## config.mk

```make
export PLATFORM = sky130hd
export DESIGN_NAME = packet_frame_receiver_core_flat
export DESIGN_NICKNAME = d
export VERILOG_FILES = /design/src/hdl/pfr_pkg.sv /design/src/hdl/pfr_rx_if.sv /design/src/hdl/pfr_res_if.sv /design/src/hdl/packet_frame_receiver_core.sv /design/src/flat_wrapper.sv
export SDC_FILE = /design/constraint.sdc
export NUM_CORES = 1
export LEC_CHECK = 0
export ABC_AREA = 1
export BUFFER_PORTS_ARGS = -buffer_cell sky130_fd_sc_hd__buf_2
export CORE_MARGIN = 2
export CORE_UTILIZATION = 59
export CTS_CLUSTER_DIAMETER = 50
export CTS_CLUSTER_SIZE = 10
export DETAILED_ROUTE_END_ITERATION = 8
export PLACE_DENSITY_LB_ADDON = 0.3
export SLEW_MARGIN = 25
export SYNTH_ARGS = -nofsm -noshare
export SYNTH_HDL_FRONTEND = slang
export SYNTH_SLANG_ARGS = --single-unit
```

## constraint.sdc

```tcl
create_clock -name clk -period 11.7 [get_ports clk]
set_clock_uncertainty 0.2 [all_clocks]
set_input_delay 1.755 -clock clk [delete_from_list [all_inputs] [get_ports clk]]
set_output_delay 1.755 -clock clk [all_outputs]
set_load 0.05 [all_outputs]
```

## src/hdl/pfr_pkg.sv

```systemverilog
package pfr_pkg;

	// Link control characters
	localparam logic [7:0] CH_SOH = 8'h01;
	localparam logic [7:0] CH_ACK = 8'h06;
	localparam logic [7:0] CH_NAK = 8'h15;
	localparam logic [7:0] CH_SYN = 8'h16;
	localparam logic [7:0] CH_CMD = 8'h23;

	localparam logic [8:0] FULL_LENGTH = 9'd256;

	localparam int SYNC_BLOCK_BYTES_DEF = 64;

	typedef enum logic [3:0] {
		PH_IDLE,
		PH_CMD,
		PH_CPL,
		PH_SEQ,
		PH_LEN,
		PH_OPT,
		PH_TYP,
		PH_DATA,
		PH_SUM
	} phase_t;

	typedef enum logic [2:0] {
		EV_NONE     = 3'd0,
		EV_COMMAND  = 3'd1,
		EV_DATA     = 3'd2,
		EV_ACCEPTED = 3'd3,
		EV_SUM_FAIL = 3'd4,
		EV_SEQ_FAIL = 3'd5
	} event_t;

	typedef struct packed {
		logic       reply_valid;
		logic [7:0] reply_byte;
		logic [2:0] event_res;
		logic [7:0] command_code;
		logic [7:0] data_byte;
		logic [7:0] data_index;
		logic [8:0] packet_length;
		logic [7:0] packet_options;
		logic [7:0] packet_type_field;
		logic [7:0] sequence_number;
	} res_t;

endpackage

```

## src/hdl/pfr_rx_if.sv

```systemverilog
interface pfr_rx_if;
	logic       valid;
	logic       ready;
	logic [7:0] rx_byte;

	modport source (output valid, output rx_byte, input ready);
	modport sink (input valid, input rx_byte, output ready);
endinterface

```

## src/hdl/pfr_res_if.sv

```systemverilog
interface pfr_res_if;
	logic       valid;
	logic       ready;
	logic       reply_valid;
	logic [7:0] reply_byte;
	logic [2:0] event_res;
	logic [7:0] command_code;
	logic [7:0] data_byte;
	logic [7:0] data_index;
	logic [8:0] packet_length;
	logic [7:0] packet_options;
	logic [7:0] packet_type_field;
	logic [7:0] sequence_number;

	modport source (
		output valid, input ready,
		output reply_valid, output reply_byte, output event_res, output command_code,
		output data_byte, output data_index, output packet_length, output packet_options,
		output packet_type_field, output sequence_number
	);
	modport sink (
		input valid, output ready,
		input reply_valid, input reply_byte, input event_res, input command_code,
		input data_byte, input data_index, input packet_length, input packet_options,
		input packet_type_field, input sequence_number
	);
endinterface

```

## src/hdl/packet_frame_receiver_core.sv

```systemverilog
// Receiver for a byte-serial frame link. Each item on rx is one received byte; each
// item on res is one reply and/or event (ACK, NAK or SYN to send back, plus command,
// data byte, packet accepted, checksum fail or sequence mismatch). Bytes that only
// advance the frame parser give no res item. The block takes one byte per clock
// cycle while no result stall holds it; a result passes through the input register
// and then the result register. The rate is set by the frame state machine, which
// updates all of its state once per byte.
// A full result register that is not being taken stalls only a byte that would
// produce another result. Data bytes are streamed out as they arrive; drop them
// when the packet ends with a checksum fail. A SYN is sent after every
// SYNC_BLOCK_BYTES payload bytes and after the last one (only once when both meet).
module packet_frame_receiver_core #(
	parameter int SYNC_BLOCK_BYTES = pfr_pkg::SYNC_BLOCK_BYTES_DEF
) (
	input logic clk,
	input logic arst_n,
	pfr_rx_if.sink rx,
	pfr_res_if.source res
);

	// Block counter holds 0 .. BLOCK_BYTES-1; a block size below one acts as one
	localparam int BLOCK_BYTES = (SYNC_BLOCK_BYTES < 1) ? 1 : SYNC_BLOCK_BYTES;
	localparam int BLK_W = (BLOCK_BYTES > 1) ? $clog2(BLOCK_BYTES) : 1;
	localparam logic [BLK_W-1:0] BLK_LAST = BLK_W'(BLOCK_BYTES - 1);

	// Input register
	logic       valid_s1;
	logic [7:0] rx_byte_s1;

	// Result register
	logic          valid_s2;
	pfr_pkg::res_t res_s2;

	// Frame state
	pfr_pkg::phase_t phase_q, phase_d;
	logic [7:0]       exp_seq_q, exp_seq_d;
	logic [7:0]       cmd_q, cmd_d;
	logic [8:0]       len_q, len_d;
	logic [8:0]       rcv_q, rcv_d;
	logic [BLK_W-1:0] blk_q, blk_d;
	logic [7:0]       sum_q, sum_d;
	logic [7:0]       opt_q, opt_d;
	logic [7:0]       typ_q, typ_d;

	pfr_pkg::res_t res_d;
	logic          has_res;
	logic          advance;

	logic [8:0] rcv_inc;
	logic [7:0] sum_inc;

	assign rcv_inc = rcv_q + 9'd1;
	assign sum_inc = sum_q + rx_byte_s1;

	// Advance the byte in stage 1 when its result has a free slot, or it has no result
	assign has_res = res_d.reply_valid || (res_d.event_res != pfr_pkg::EV_NONE);
	assign advance = valid_s1 && (!valid_s2 || res.ready || !has_res);
	assign rx.ready = !valid_s1 || advance;

	// Next state of the frame parser
	always_comb begin
		phase_d   = phase_q;
		exp_seq_d = exp_seq_q;
		cmd_d     = cmd_q;
		len_d     = len_q;
		rcv_d     = rcv_q;
		blk_d     = blk_q;
		sum_d     = sum_q;
		opt_d     = opt_q;
		typ_d     = typ_q;
		case (phase_q)
			pfr_pkg::PH_IDLE: begin
				if (rx_byte_s1 == pfr_pkg::CH_CMD) begin
					phase_d = pfr_pkg::PH_CMD;
				end else if (rx_byte_s1 == pfr_pkg::CH_SOH) begin
					phase_d = pfr_pkg::PH_SEQ;
				end
			end
			pfr_pkg::PH_CMD: begin
				cmd_d   = rx_byte_s1;
				phase_d = pfr_pkg::PH_CPL;
			end
			pfr_pkg::PH_CPL: begin
				phase_d = pfr_pkg::PH_IDLE;
			end
			pfr_pkg::PH_SEQ: begin
				phase_d = (rx_byte_s1 == exp_seq_q) ? pfr_pkg::PH_LEN : pfr_pkg::PH_IDLE;
			end
			pfr_pkg::PH_LEN: begin
				len_d   = (rx_byte_s1 == 8'd0) ? pfr_pkg::FULL_LENGTH : {1'b0, rx_byte_s1};
				sum_d   = rx_byte_s1;
				phase_d = pfr_pkg::PH_OPT;
			end
			pfr_pkg::PH_OPT: begin
				opt_d   = rx_byte_s1;
				sum_d   = sum_inc;
				phase_d = pfr_pkg::PH_TYP;
			end
			pfr_pkg::PH_TYP: begin
				typ_d   = rx_byte_s1;
				sum_d   = sum_inc;
				rcv_d   = '0;
				blk_d   = '0;
				phase_d = pfr_pkg::PH_DATA;
			end
			pfr_pkg::PH_DATA: begin
				sum_d = sum_inc;
				rcv_d = rcv_inc;
				blk_d = (blk_q == BLK_LAST) ? '0 : blk_q + BLK_W'(1);
				if (rcv_inc >= len_q) begin
					phase_d = pfr_pkg::PH_SUM;
				end
			end
			pfr_pkg::PH_SUM: begin
				if (rx_byte_s1 == sum_q) begin
					exp_seq_d = exp_seq_q + 8'd1;
				end
				phase_d = pfr_pkg::PH_IDLE;
			end
			default: begin
				phase_d = pfr_pkg::PH_IDLE;
			end
		endcase
	end

	// Result for the byte in stage 1; unused fields stay zero
	always_comb begin
		res_d = '0;
		case (phase_q)
			pfr_pkg::PH_CPL: begin
				if (cmd_q == ~rx_byte_s1) begin
					res_d.reply_valid  = 1'b1;
					res_d.reply_byte   = pfr_pkg::CH_ACK;
					res_d.event_res    = pfr_pkg::EV_COMMAND;
					res_d.command_code = cmd_q;
				end
			end
			pfr_pkg::PH_SEQ: begin
				res_d.reply_valid = 1'b1;
				if (rx_byte_s1 == exp_seq_q) begin
					res_d.reply_byte = pfr_pkg::CH_SYN;
				end else begin
					res_d.reply_byte      = pfr_pkg::CH_NAK;
					res_d.event_res       = pfr_pkg::EV_SEQ_FAIL;
					res_d.sequence_number = exp_seq_q;
				end
			end
			pfr_pkg::PH_TYP: begin
				res_d.reply_valid = 1'b1;
				res_d.reply_byte  = pfr_pkg::CH_SYN;
			end
			pfr_pkg::PH_DATA: begin
				res_d.event_res         = pfr_pkg::EV_DATA;
				res_d.data_byte         = rx_byte_s1;
				res_d.data_index        = rcv_q[7:0];
				res_d.packet_length     = len_q;
				res_d.packet_options    = opt_q;
				res_d.packet_type_field = typ_q;
				res_d.sequence_number   = exp_seq_q;
				// SYN at end of payload or at a block boundary
				if ((rcv_inc >= len_q) || (blk_q == BLK_LAST)) begin
					res_d.reply_valid = 1'b1;
					res_d.reply_byte  = pfr_pkg::CH_SYN;
				end
			end
			pfr_pkg::PH_SUM: begin
				res_d.reply_valid       = 1'b1;
				res_d.packet_length     = len_q;
				res_d.packet_options    = opt_q;
				res_d.packet_type_field = typ_q;
				res_d.sequence_number   = exp_seq_q;
				if (rx_byte_s1 == sum_q) begin
					res_d.reply_byte = pfr_pkg::CH_ACK;
					res_d.event_res  = pfr_pkg::EV_ACCEPTED;
				end else begin
					res_d.reply_byte = pfr_pkg::CH_NAK;
					res_d.event_res  = pfr_pkg::EV_SUM_FAIL;
				end
			end
			default: begin
				res_d = '0;
			end
		endcase
	end

	// Input register: hold until the byte advances
	always_ff @(posedge clk or negedge arst_n) begin
		if (!arst_n) begin
			valid_s1 <= 1'b0;
		end else if (rx.ready) begin
			valid_s1 <= rx.valid;
		end
	end

	always_ff @(posedge clk) begin
		if (rx.valid && rx.ready) begin
			rx_byte_s1 <= rx.rx_byte;
		end
	end

	// Frame state: update once per advanced byte
	always_ff @(posedge clk or negedge arst_n) begin
		if (!arst_n) begin
			phase_q   <= pfr_pkg::PH_IDLE;
			exp_seq_q <= '0;
			cmd_q     <= '0;
			len_q     <= '0;
			rcv_q     <= '0;
			blk_q     <= '0;
			sum_q     <= '0;
			opt_q     <= '0;
			typ_q     <= '0;
		end else if (advance) begin
			phase_q   <= phase_d;
			exp_seq_q <= exp_seq_d;
			cmd_q     <= cmd_d;
			len_q     <= len_d;
			rcv_q     <= rcv_d;
			blk_q     <= blk_d;
			sum_q     <= sum_d;
			opt_q     <= opt_d;
			typ_q     <= typ_d;
		end
	end

	// Result register: load on an advancing byte with a result, drop when taken
	always_ff @(posedge clk or negedge arst_n) begin
		if (!arst_n) begin
			valid_s2 <= 1'b0;
		end else if (advance && has_res) begin
			valid_s2 <= 1'b1;
		end else if (res.ready) begin
			valid_s2 <= 1'b0;
		end
	end

	always_ff @(posedge clk) begin
		if (advance && has_res) begin
			res_s2 <= res_d;
		end
	end

	assign res.valid             = valid_s2;
	assign res.reply_valid       = res_s2.reply_valid;
	assign res.reply_byte        = res_s2.reply_byte;
	assign res.event_res         = res_s2.event_res;
	assign res.command_code      = res_s2.command_code;
	assign res.data_byte         = res_s2.data_byte;
	assign res.data_index        = res_s2.data_index;
	assign res.packet_length     = res_s2.packet_length;
	assign res.packet_options    = res_s2.packet_options;
	assign res.packet_type_field = res_s2.packet_type_field;
	assign res.sequence_number   = res_s2.sequence_number;

endmodule

```

## src/flat_wrapper.sv

```systemverilog
// flat-port wrapper written by rule: the top's interface ports become plain ports
module packet_frame_receiver_core_flat 
#(
	parameter int SYNC_BLOCK_BYTES = pfr_pkg::SYNC_BLOCK_BYTES_DEF
)
  (clk, arst_n, rx_valid, rx_rx_byte, rx_ready, res_valid, res_ready, res_reply_valid, res_reply_byte, res_event_res, res_command_code, res_data_byte, res_data_index, res_packet_length, res_packet_options, res_packet_type_field, res_sequence_number);
  pfr_rx_if rx_i ();
  pfr_res_if res_i ();
  input logic clk;
  input logic arst_n;
  input wire logic [$bits(rx_i.valid)-1:0] rx_valid;
  input wire logic [$bits(rx_i.rx_byte)-1:0] rx_rx_byte;
  output wire logic [$bits(rx_i.ready)-1:0] rx_ready;
  output wire logic [$bits(res_i.valid)-1:0] res_valid;
  input wire logic [$bits(res_i.ready)-1:0] res_ready;
  output wire logic [$bits(res_i.reply_valid)-1:0] res_reply_valid;
  output wire logic [$bits(res_i.reply_byte)-1:0] res_reply_byte;
  output wire logic [$bits(res_i.event_res)-1:0] res_event_res;
  output wire logic [$bits(res_i.command_code)-1:0] res_command_code;
  output wire logic [$bits(res_i.data_byte)-1:0] res_data_byte;
  output wire logic [$bits(res_i.data_index)-1:0] res_data_index;
  output wire logic [$bits(res_i.packet_length)-1:0] res_packet_length;
  output wire logic [$bits(res_i.packet_options)-1:0] res_packet_options;
  output wire logic [$bits(res_i.packet_type_field)-1:0] res_packet_type_field;
  output wire logic [$bits(res_i.sequence_number)-1:0] res_sequence_number;
  assign rx_i.valid = rx_valid;
  assign rx_i.rx_byte = rx_rx_byte;
  assign rx_ready = rx_i.ready;
  assign res_valid = res_i.valid;
  assign res_i.ready = res_ready;
  assign res_reply_valid = res_i.reply_valid;
  assign res_reply_byte = res_i.reply_byte;
  assign res_event_res = res_i.event_res;
  assign res_command_code = res_i.command_code;
  assign res_data_byte = res_i.data_byte;
  assign res_data_index = res_i.data_index;
  assign res_packet_length = res_i.packet_length;
  assign res_packet_options = res_i.packet_options;
  assign res_packet_type_field = res_i.packet_type_field;
  assign res_sequence_number = res_i.sequence_number;
  packet_frame_receiver_core #(.SYNC_BLOCK_BYTES(SYNC_BLOCK_BYTES)) u_core (.clk(clk), .arst_n(arst_n), .rx(rx_i), .res(res_i));
endmodule
```

==> impl_metrics.tcl, run 1 <==
set metrics [dict create \
    status "completed" \
    worstSetupPathType "reg2out" \
    startpoint_type "register" \
    maxSlewHeadroom 0.3020 \
    layout.nets 906 \
    initial_utilization 0.6041 \
    tightest_slew_ns 1.046 \
    seqCellArea_sq_um 3915 \
    via_per_inst 5.593 \
    cts-resized-gates 0 \
    drtPass1Iterations 5 \
    grt.overflow.total 0 \
    multi_input_area_sq_um 2699 \
    cts_buffers 17 \
    fillCellCount 898 \
    io_buffers 78 \
    io_pins 83 \
    hold_path_depth 2 \
    place_inst 1002 \
    ys_types 38 \
    drc 0 \
    hp-class "reg2reg" \
    yosysSeqAreaShare 0.5416 \
    cts_hold_buf 0 \
    rr_startpoint "u_core.rcv_q[0]" \
    grt_pass1_vias 5544 \
    clock_path_buffers 2 \
    clk_pin_slew_ns 0.06 \
    tns_ns 0 \
    min_period_ns 5.448 \
    syn-mean-instance-area_sq_um 8.943 \
    die_w_microns 114.7 \
    num_rows 40 \
    hold_violations 0 \
    avgRoutedWirePerCell_microns 15.79 \
    period_share 0.4657 \
    cts_tree "built" \
    drive_gt1_frac 0.1477 \
    clockPowerShare 0.317 \
    synth_cells 808 \
    p_seq_frac 0.413 \
    p_int_mw 1.023 \
    fmax_ghz 0.1836 \
    antenna_found_initial 0 \
    irDropWorstVdd_mv 0.1105 \
    required_ns 9.75 \
    syn_to_final_growth_pct 12.94 \
    gp_congestion 0.9162 \
    synth_area_leader_cell "edfxtp_1" \
    grt_max_degree 78 \
    switchingPower_uw 576.0 \
    clkSinkCount 142 \
    max_cap_viol_count 0 \
    timing.rr.end "u_core.rcv_q[2]" \
    rsz0062_at_grt "no" \
    synthesis.area_sq_um 7226 \
    worst-path-max-fanout 5 \
    leakagePower_nw 3.854 \
    power_frac_comb 0.270 \
    ant_nets 0 \
    worstRegToRegCells 20 \
    crit_end "rx_ready" \
    synth_seq_cells 142 \
    track_usage 0.2648 \
    setup_viol 0 \
    dp_hpwl_microns 10820 \
    vias 5783 \
    drtIter0Drc 640 \
    cp-startpoint "u_core.rcv_q[0]" \
    finalPower_mw 1.599 \
    slew_viol_final 0 \
    grt_pass1_wl_microns 26900 \
    end_kind "output pin" \
    die_height_microns 114.7 \
    r2r_slack_ns 7.25 \
    power_density_nw_per_um2 196.0 \
    synth_top_area_share 0.2992 \
    switching_share 0.3601 \
    fin_cells 1034 \
    yosysWarnings 0 \
    synth_area_leaders "edfxtp_1, dfrtp_1, nand2_1, nand4_1, nor2_1" \
    dieArea_sq_um 13150 \
    post_cts_buffers 0 \
    routed_wl_microns 16330 \
    htreeDepth 4 \
    coreArea_sq_um 11960 \
    root_buffer "clkbuf_16" \
    cp.arrival_ns 3.49 \
    antenna_cells 0 \
    clk_latency_ns 0.43 \
]
## worst min-delay path by stage
stage / startpoint / endpoint / slack [ns]
after floorplan: u_core.len_q[1] / u_core.len_q[1] / 0.24
after global placement: u_core.len_q[5] / u_core.len_q[5] / 0.26
after detailed placement: u_core.len_q[5] / u_core.len_q[5] / 0.26
after CTS: u_core.len_q[5] / u_core.len_q[5] / 0.28
after global routing: u_core.opt_q[3] / u_core.opt_q[3] / 0.30
final: u_core.opt_q[6] / u_core.opt_q[6] / 0.28
## power by group through the flow
| stage | clock (mW) | combinational, mW | sequential, mW |
|---|---|---|---|
| after CTS | 0.512 | 0.432 | 0.660 |
| final | 0.507 | 0.432 | 0.660 |
| after global routing | 0.534 | 0.468 | 0.668 |
| after global placement | 0 | 0.418 | 0.665 |
| after detailed placement | 0 | 0.429 | 0.668 |
| after floorplan | 0 | 0.199 | 0.809 |
## cells in the mapped netlist
library cell and count:
nand4_1 75, nand3b_1 1, clkbuf_1 11, a31oi_1 1, ha_1 19, buf_8 1, nor2_2 2, o21ai_0 12
buf_4 12, nand2_1 219, nor2_1 111, buf_1 3, xor2_1 17, nor3_1 7, fa_1 1, nand3_1 26
o21bai_1 1, buf_2 6, nand3_4 3, and2_1 1, buf_6 6, nand3_2 4, conb_1 1, o21ai_4 1
edfxtp_1 72, xnor2_1 8, nor2_4 2, a21boi_0 1, dfrtp_1 70, or2_1 1, xnor2_2 1, a21o_1 1
inv_1 96, nand2_2 1, inv_2 4, clkinv_1 1, a21oi_1 6, o22ai_1 3
## metal layers
metal  up-vias  GRT usage  share of wire
met1      2769     0.3456           0.43
met3        43    0.06406          0.065
met4         0     0.1301          0.030
met2       203     0.4162           0.48
met5         -          0              0
li1       2768          -              -
## critical path, stage by stage, from the launching register on
cell and delay (ns):
dfrtp_1 0.42, ha_1 0.19, nand2_1 0.08, nor2_1 0.18
nand3_1 0.14, nor2_1 0.11, nand2_1 0.07, xor2_1 0.17
inv_1 0.06, ha_1 0.31, a21oi_1 0.19, nand2_1 0.07
nor2_1 0.14, nand3_1 0.09, nand2_1 0.10, nand2_1 0.14
o21ai_4 0.20, or2_1 0.14, buf_2 0.26
## placed cells by master (no fill, tap or decap), drive strengths merged, types with 3 or more instances in the layout
master,netlist,final
nand2,220,220
nor2,115,115
inv,100,100
buf,28,83
nand4,75,75
edfxtp,72,72
dfrtp,70,70
nand3,33,33
ha,19,19
clkbuf,11,18
xor2,17,17
o21ai,13,13
clkinv,1,10
xnor2,9,9
nor3,7,7
a21oi,6,6
conb,1,4
o22ai,3,3
clkinvlp,0,3
## per-stage QoR
step | setup WS [ns] | util | area, sq um | hold WS (ns)
finish | 6.252 | 0.6822 | 8160 | 0.2759
global route | 5.980 | 0.6822 | 8160 | 0.2963
CTS | 6.265 | 0.6822 | 8160 | 0.2776
detailed placement | 6.737 | 0.6358 | 7605 | 0.2630
global placement | 6.882 | 0.6354 | 7600 | 0.2570
floorplan | 4.449 | - | 7237 | 0.2419
## kinds of logic after synthesis
| group | after synthesis | share of synthesized area |
|---|---|---|
| other | 1 | 0.0005190 |
| DFF | 142 | 0.5416 |
| buffers and inverters | 140 | 0.08779 |
| xor gates and xnor gates | 26 | 0.03255 |
| and+or+nand+nor | 453 | 0.2805 |
| AOI/OAI and AO/OA | 26 | 0.02130 |
| adders and majority gates | 20 | 0.03567 |
## layout make-up
type | instances | area share
clock inverter | 14 | 0.01549
sequential | 142 | 0.4798
timing repair buffer | 83 | 0.05244
clock buffer | 18 | 0.05259
tap | 147 | 0.02254
multi-input combinational | 529 | 0.3307
inverter | 101 | 0.04646
Note: power is estimated with default switching activity, not from simulation.
==> run 2: changes to the inputs <==
clock period = 5.6 ns   (was 11.7 ns; I/O delays follow)
==> impl_metrics.tcl, run 2 (synthesis gave the netlist of run 1 again) <==
set metrics [dict create \
    cts-resized-gates 0 \
    routed_wl_microns 16400 \
    maxSlewHeadroom 0.3173 \
    syn_to_final_growth_pct 12.90 \
    fmax_ghz 0.2221 \
    worst-path-max-fanout 5 \
    grt_pass1_wl_microns 26600 \
    initial_utilization 0.6041 \
    path_common_cell "nand2_1" \
    cp.arrival_ns 3.46 \
    fillCellCount 899 \
    via_per_inst 5.589 \
    clk_latency_ns 0.43 \
    grt_pass1_vias 5486 \
    gp_congestion 0.8971 \
    startpoint_type "register" \
    grt_max_degree 78 \
    power_density_nw_per_um2 407.7 \
    whs_ns 0.1654 \
    multi_input_area_sq_um 2705 \
    cp_num_buf_inv 3 \
    required_ns 4.56 \
    min_period_ns 4.503 \
    cp_slowest_cell "dfrtp_1" \
    vias 5779 \
    place_inst 1002 \
    status "completed" \
    final_common_cell "nand2_1" \
    irDropWorstVdd_mv 0.1849 \
    htreeDepth 4 \
    r2r_slack_ns 1.28 \
    drtPass1Iterations 5 \
    crit_chain "ha_1, nand2_1, nor2_1, nand3_1, nor2_1, nand2_1, xor2_1, inv_1, ha_1, nand2_1, inv_1, nand2_1, nand2_1, nor2_1, nand3_1, nand2_1, nand2_1, o21ai_4, or2_1, buf_2" \
    max_cap_viol_count 0 \
    avgRoutedWirePerCell_microns 15.86 \
    rsz0062_at_grt "no" \
    io_buffers 78 \
    fin_cells 1034 \
    num_rows 40 \
    layout.nets 906 \
    clock_path_buffers 2 \
    postLayoutCoreUtil 0.6820 \
    ant_nets 0 \
    setup_viol 0 \
    clk_pin_slew_ns 0.06 \
    cp_top_family "simple AND/OR/NAND/NOR gates" \
    cts_buffers 17 \
    final_cell_mix "nand2_1, nor2_1, inv_1" \
    drive_gt1_frac 0.1511 \
    grt.overflow.total 0 \
    cts_hold_buf 0 \
    hold_violations 0 \
    slew_viol_final 0 \
    clkSinkCount 142 \
    io_pins 83 \
    cts_tree "built" \
    leakagePower_nw 3.844 \
    dp_hpwl_microns 10990 \
    period_share 0.8041 \
    antenna_found_initial 0 \
    dieArea_sq_um 13150 \
    die_height_microns 114.7 \
    tightest_slew_ns 1.023 \
    root_buffer "clkbuf_16" \
    tns_ns 0 \
    end_kind "output pin" \
    max_stage_delay_ns 0.42 \
    finalPower_mw 3.326 \
    worstSetupPathType "reg2out" \
    coreArea_sq_um 11960 \
    die_w_microns 114.7 \
    drtIter0Drc 646 \
    seqCellArea_sq_um 3915 \
    post_cts_buffers 0 \
    drc 0 \
    track_usage 0.2633 \
    hp-class "in2async" \
    antenna_cells 0 \
]
run 2: metrics by stage:
step	setup WS, ns	cell area [sq um]
detailed placement	1.360	7611
floorplan	0.3222	7242
CTS	1.103	8158
global placement	1.530	7606
global route	0.8088	8158
finish	1.097	8158
run 2: path summary, 6_finish.rpt:
| kind | startpoint | to | depth (start not counted) |
|---|---|---|---|
| max | u_core.rcv_q[0] | rx_ready | 20 |
| min in group clk | u_core.typ_q[6] | u_core.typ_q[6] | 2 |
| min | arst_n | u_core.sum_q[5] | 1 |
| max reg2reg | u_core.rcv_q[0] | u_core.rcv_q[3] | 22 |
| max in group asynchronous | arst_n | u_core.valid_s1 | 2 |
| min reg2reg | u_core.typ_q[6] | u_core.typ_q[6] | 2 |
run 2: power breakdown:
part	switching, mW	leakage [nW]	total, mW	internal (mW)
combinational	0.695	1.95	0.904	0.210
clock	0.434	0.256	1.04	0.605
sequential	0.0976	1.64	1.38	1.29
run 2: area by class of cell:
cell class,count,area share
sequential,142,0.4799
clock inverter,15,0.01488
timing repair buffer,83,0.05245
inverter,101,0.04647
tap,147,0.02255
multi-input combinational,529,0.3316
clock buffer,17,0.05215
run 2: routing by layer:
metal | global-route usage | wire [microns] | up-vias
met1 | 0.3542 | 7001 | 2748
met4 | 0.1008 | 315 | 0
met3 | 0.05982 | 1190 | 32
met2 | 0.4193 | 7894 | 236
li1 | - | - | 2763
met5 | 0 | 0 | -
==> run 3: changes to the inputs <==
ABC_AREA = 0   (was 1)
CORE_UTILIZATION = 58   (was 59)
clock period = 4.4 ns   (was 5.6 ns; I/O delays follow)
==> impl_metrics.tcl, run 3 <==
set metrics [dict create \
    met1_length_microns 5607 \
    drc 0 \
    post_cts_buffers 0 \
    wl_met2_microns 7167 \
    seqCellArea_sq_um 3914 \
    syn-mean-instance-area_sq_um 11.89 \
    coreArea_sq_um 10980 \
    synth_most_common_cell "edfxtp_1" \
    io_pins 83 \
    drtIter0Drc 441 \
    fillCellCount 763 \
    syn_to_final_growth_pct 17.81 \
    max_cap_viol_count 0 \
    htreeDepth 4 \
    synth_seq_cells 142 \
    worst-path-max-fanout 29 \
    yosysWarnings 0 \
    final_common_cell "buf_2" \
    drtPass1Iterations 5 \
    finalPower_mw 5.352 \
    synth_top_area_share 0.3281 \
    multi_input_area_sq_um 2455 \
    maxSlewHeadroom 0.4380 \
    hold_violations 0 \
    startpoint_type "register" \
    worst_slack_ns 0.5066 \
    clk_pin_slew_ns 0.06 \
    tns_ns 0 \
    grt_max_degree 55 \
    min_period_ns 3.893 \
    period_share 0.8849 \
    ys_types 53 \
    highest_layer "met4" \
    root_buffer "clkbuf_16" \
    irDropWorstVdd_mv 0.3335 \
    tightest_slew_ns 0.8424 \
    clock_path_buffers 2 \
    io_buffers 78 \
    vias 4514 \
    cp.arrival_ns 3.03 \
    setup_viol 0 \
    initial_utilization 0.5999 \
    dr_wl_met3_microns 939 \
    antenna_found_initial 0 \
    cts_tree "built" \
    synth_edf_count 72 \
    drive_gt1_frac 0.2234 \
    grt_pass1_vias 4464 \
    rsz0062_at_grt "no" \
    clk_latency_ns 0.42 \
    die_height_microns 110.6 \
    status "completed" \
    num_rows 38 \
    synth_area_leaders "edfxtp_1, dfrtp_1, ha_1, o21ai_0, mux2_2" \
    clkSinkCount 142 \
    synth_area_leader_cell "edfxtp_1" \
    grt.overflow.total 0 \
    avgRoutedWirePerCell_microns 18.13 \
    end_kind "output pin" \
    via_per_inst 5.787 \
    ant_nets 0 \
    pre_cts_ws_ns 0.8019 \
    track_usage 0.2424 \
    cts_buffers 17 \
    synth_commonest_cells "edfxtp_1, dfrtp_1, nand2_1, o21ai_0, and2_1" \
    synthesis.area_sq_um 6589 \
    place_inst 747 \
    gp_congestion 0.8611 \
    layout.nets 659 \
    final_cell_mix "buf_2, edfxtp_1, dfrtp_1" \
    antenna_cells 0 \
    power_density_nw_per_um2 689.5 \
    yosysSeqAreaShare 0.5940 \
    worstSetupPathType "reg2out" \
    required_ns 3.54 \
    dieArea_sq_um 12230 \
    async_flop_share 0.4930 \
    hp-class "in2reg" \
    grt_pass1_wl_microns 23150 \
    dp_hpwl_microns 8815 \
    die_w_microns 110.6 \
    synth_cells 554 \
    routed_wl_microns 14140 \
    slew_viol_final 0 \
    fin_cells 780 \
    synth-main-ff-cell "edfxtp_1" \
    fmax_ghz 0.2568 \
    leakagePower_nw 3.365 \
]
[run 3: metal layers]
metal / track usage / vias to the layer above
li1: - / 2077
met1: 0.3122 / 2199
met2: 0.4004 / 196
met3: 0.05488 / 42
met4: 0.09833 / 0
met5: 0 / -
[run 3: final cells by class]
| class | count | area share |
|---|---|---|
| flip-flops and latches | 142 | 0.5042 |
| multi-input cells | 367 | 0.3162 |
| clock buffers | 22 | 0.05851 |
| repair buffers | 84 | 0.05803 |
| clock inverters | 10 | 0.03320 |
| well taps | 140 | 0.02257 |
| inverters | 15 | 0.007253 |
[run 3: cells by family (layout without fill, tap and decap cells)]
kind of cell	Yosys count	count (layout)	share of synthesized area
xor+xnor	35	35	0.04652
fa+ha+maj	20	20	0.03912
simple gates	201	201	0.1624
mux	27	27	0.04975
compound gates	80	80	0.07083
buf+inv	48	131	0.03684
flops	142	142	0.5940
other cells	1	4	0.0005691
[run 3: metrics by stage]
step | instance area, sq um | hold WS, ns | util
floorplan | 6604 | 0.1644 | -
global placement | 7041 | 0.2589 | 0.6410
detailed placement | 7041 | 0.2782 | 0.6410
CTS | 7762 | 0.2034 | 0.7068
global route | 7762 | 0.2054 | 0.7068
finish | 7762 | 0.2142 | 0.7068
[run 3: what timing repair did]
item	CTS	global route
hold endpoints to repair	18	0
gates resized for setup	0	0
hold buffers	1	0
setup endpoints to repair	0	0
[run 3: report_power, final]
part	internal (mW)	switching, mW	total [mW]
logic	0.545	1.01	1.56
registers	1.78	0.283	2.07
clock network	1.19	0.533	1.73
total	3.52	1.83	5.35
[run 3: final timing paths]
path	cells after the start	slack, ns	from	to
min in group asynchronous	2	0.51	arst_n	u_core.cmd_q[6]
max in group asynchronous	3	2.45	arst_n	u_core.opt_q[0]
max	5	0.51	u_core.phase_q[1]	rx_ready
min	1	0.21	rx_rx_byte[1]	u_core.rx_byte_s1[1]
max reg2reg	7	0.58	u_core.phase_q[1]	u_core.blk_q[3]
min reg2reg	2	0.29	u_core.sum_q[0]	u_core.sum_q[0]
[run 3: worst max-delay path, cell delays in order (launching register included)]
cell and delay (ns):
dfrtp_1 0.58, and4b_1 0.58, nor2_4 0.74, nand2_1 0.24, nand3_1 0.19, buf_2 0.28
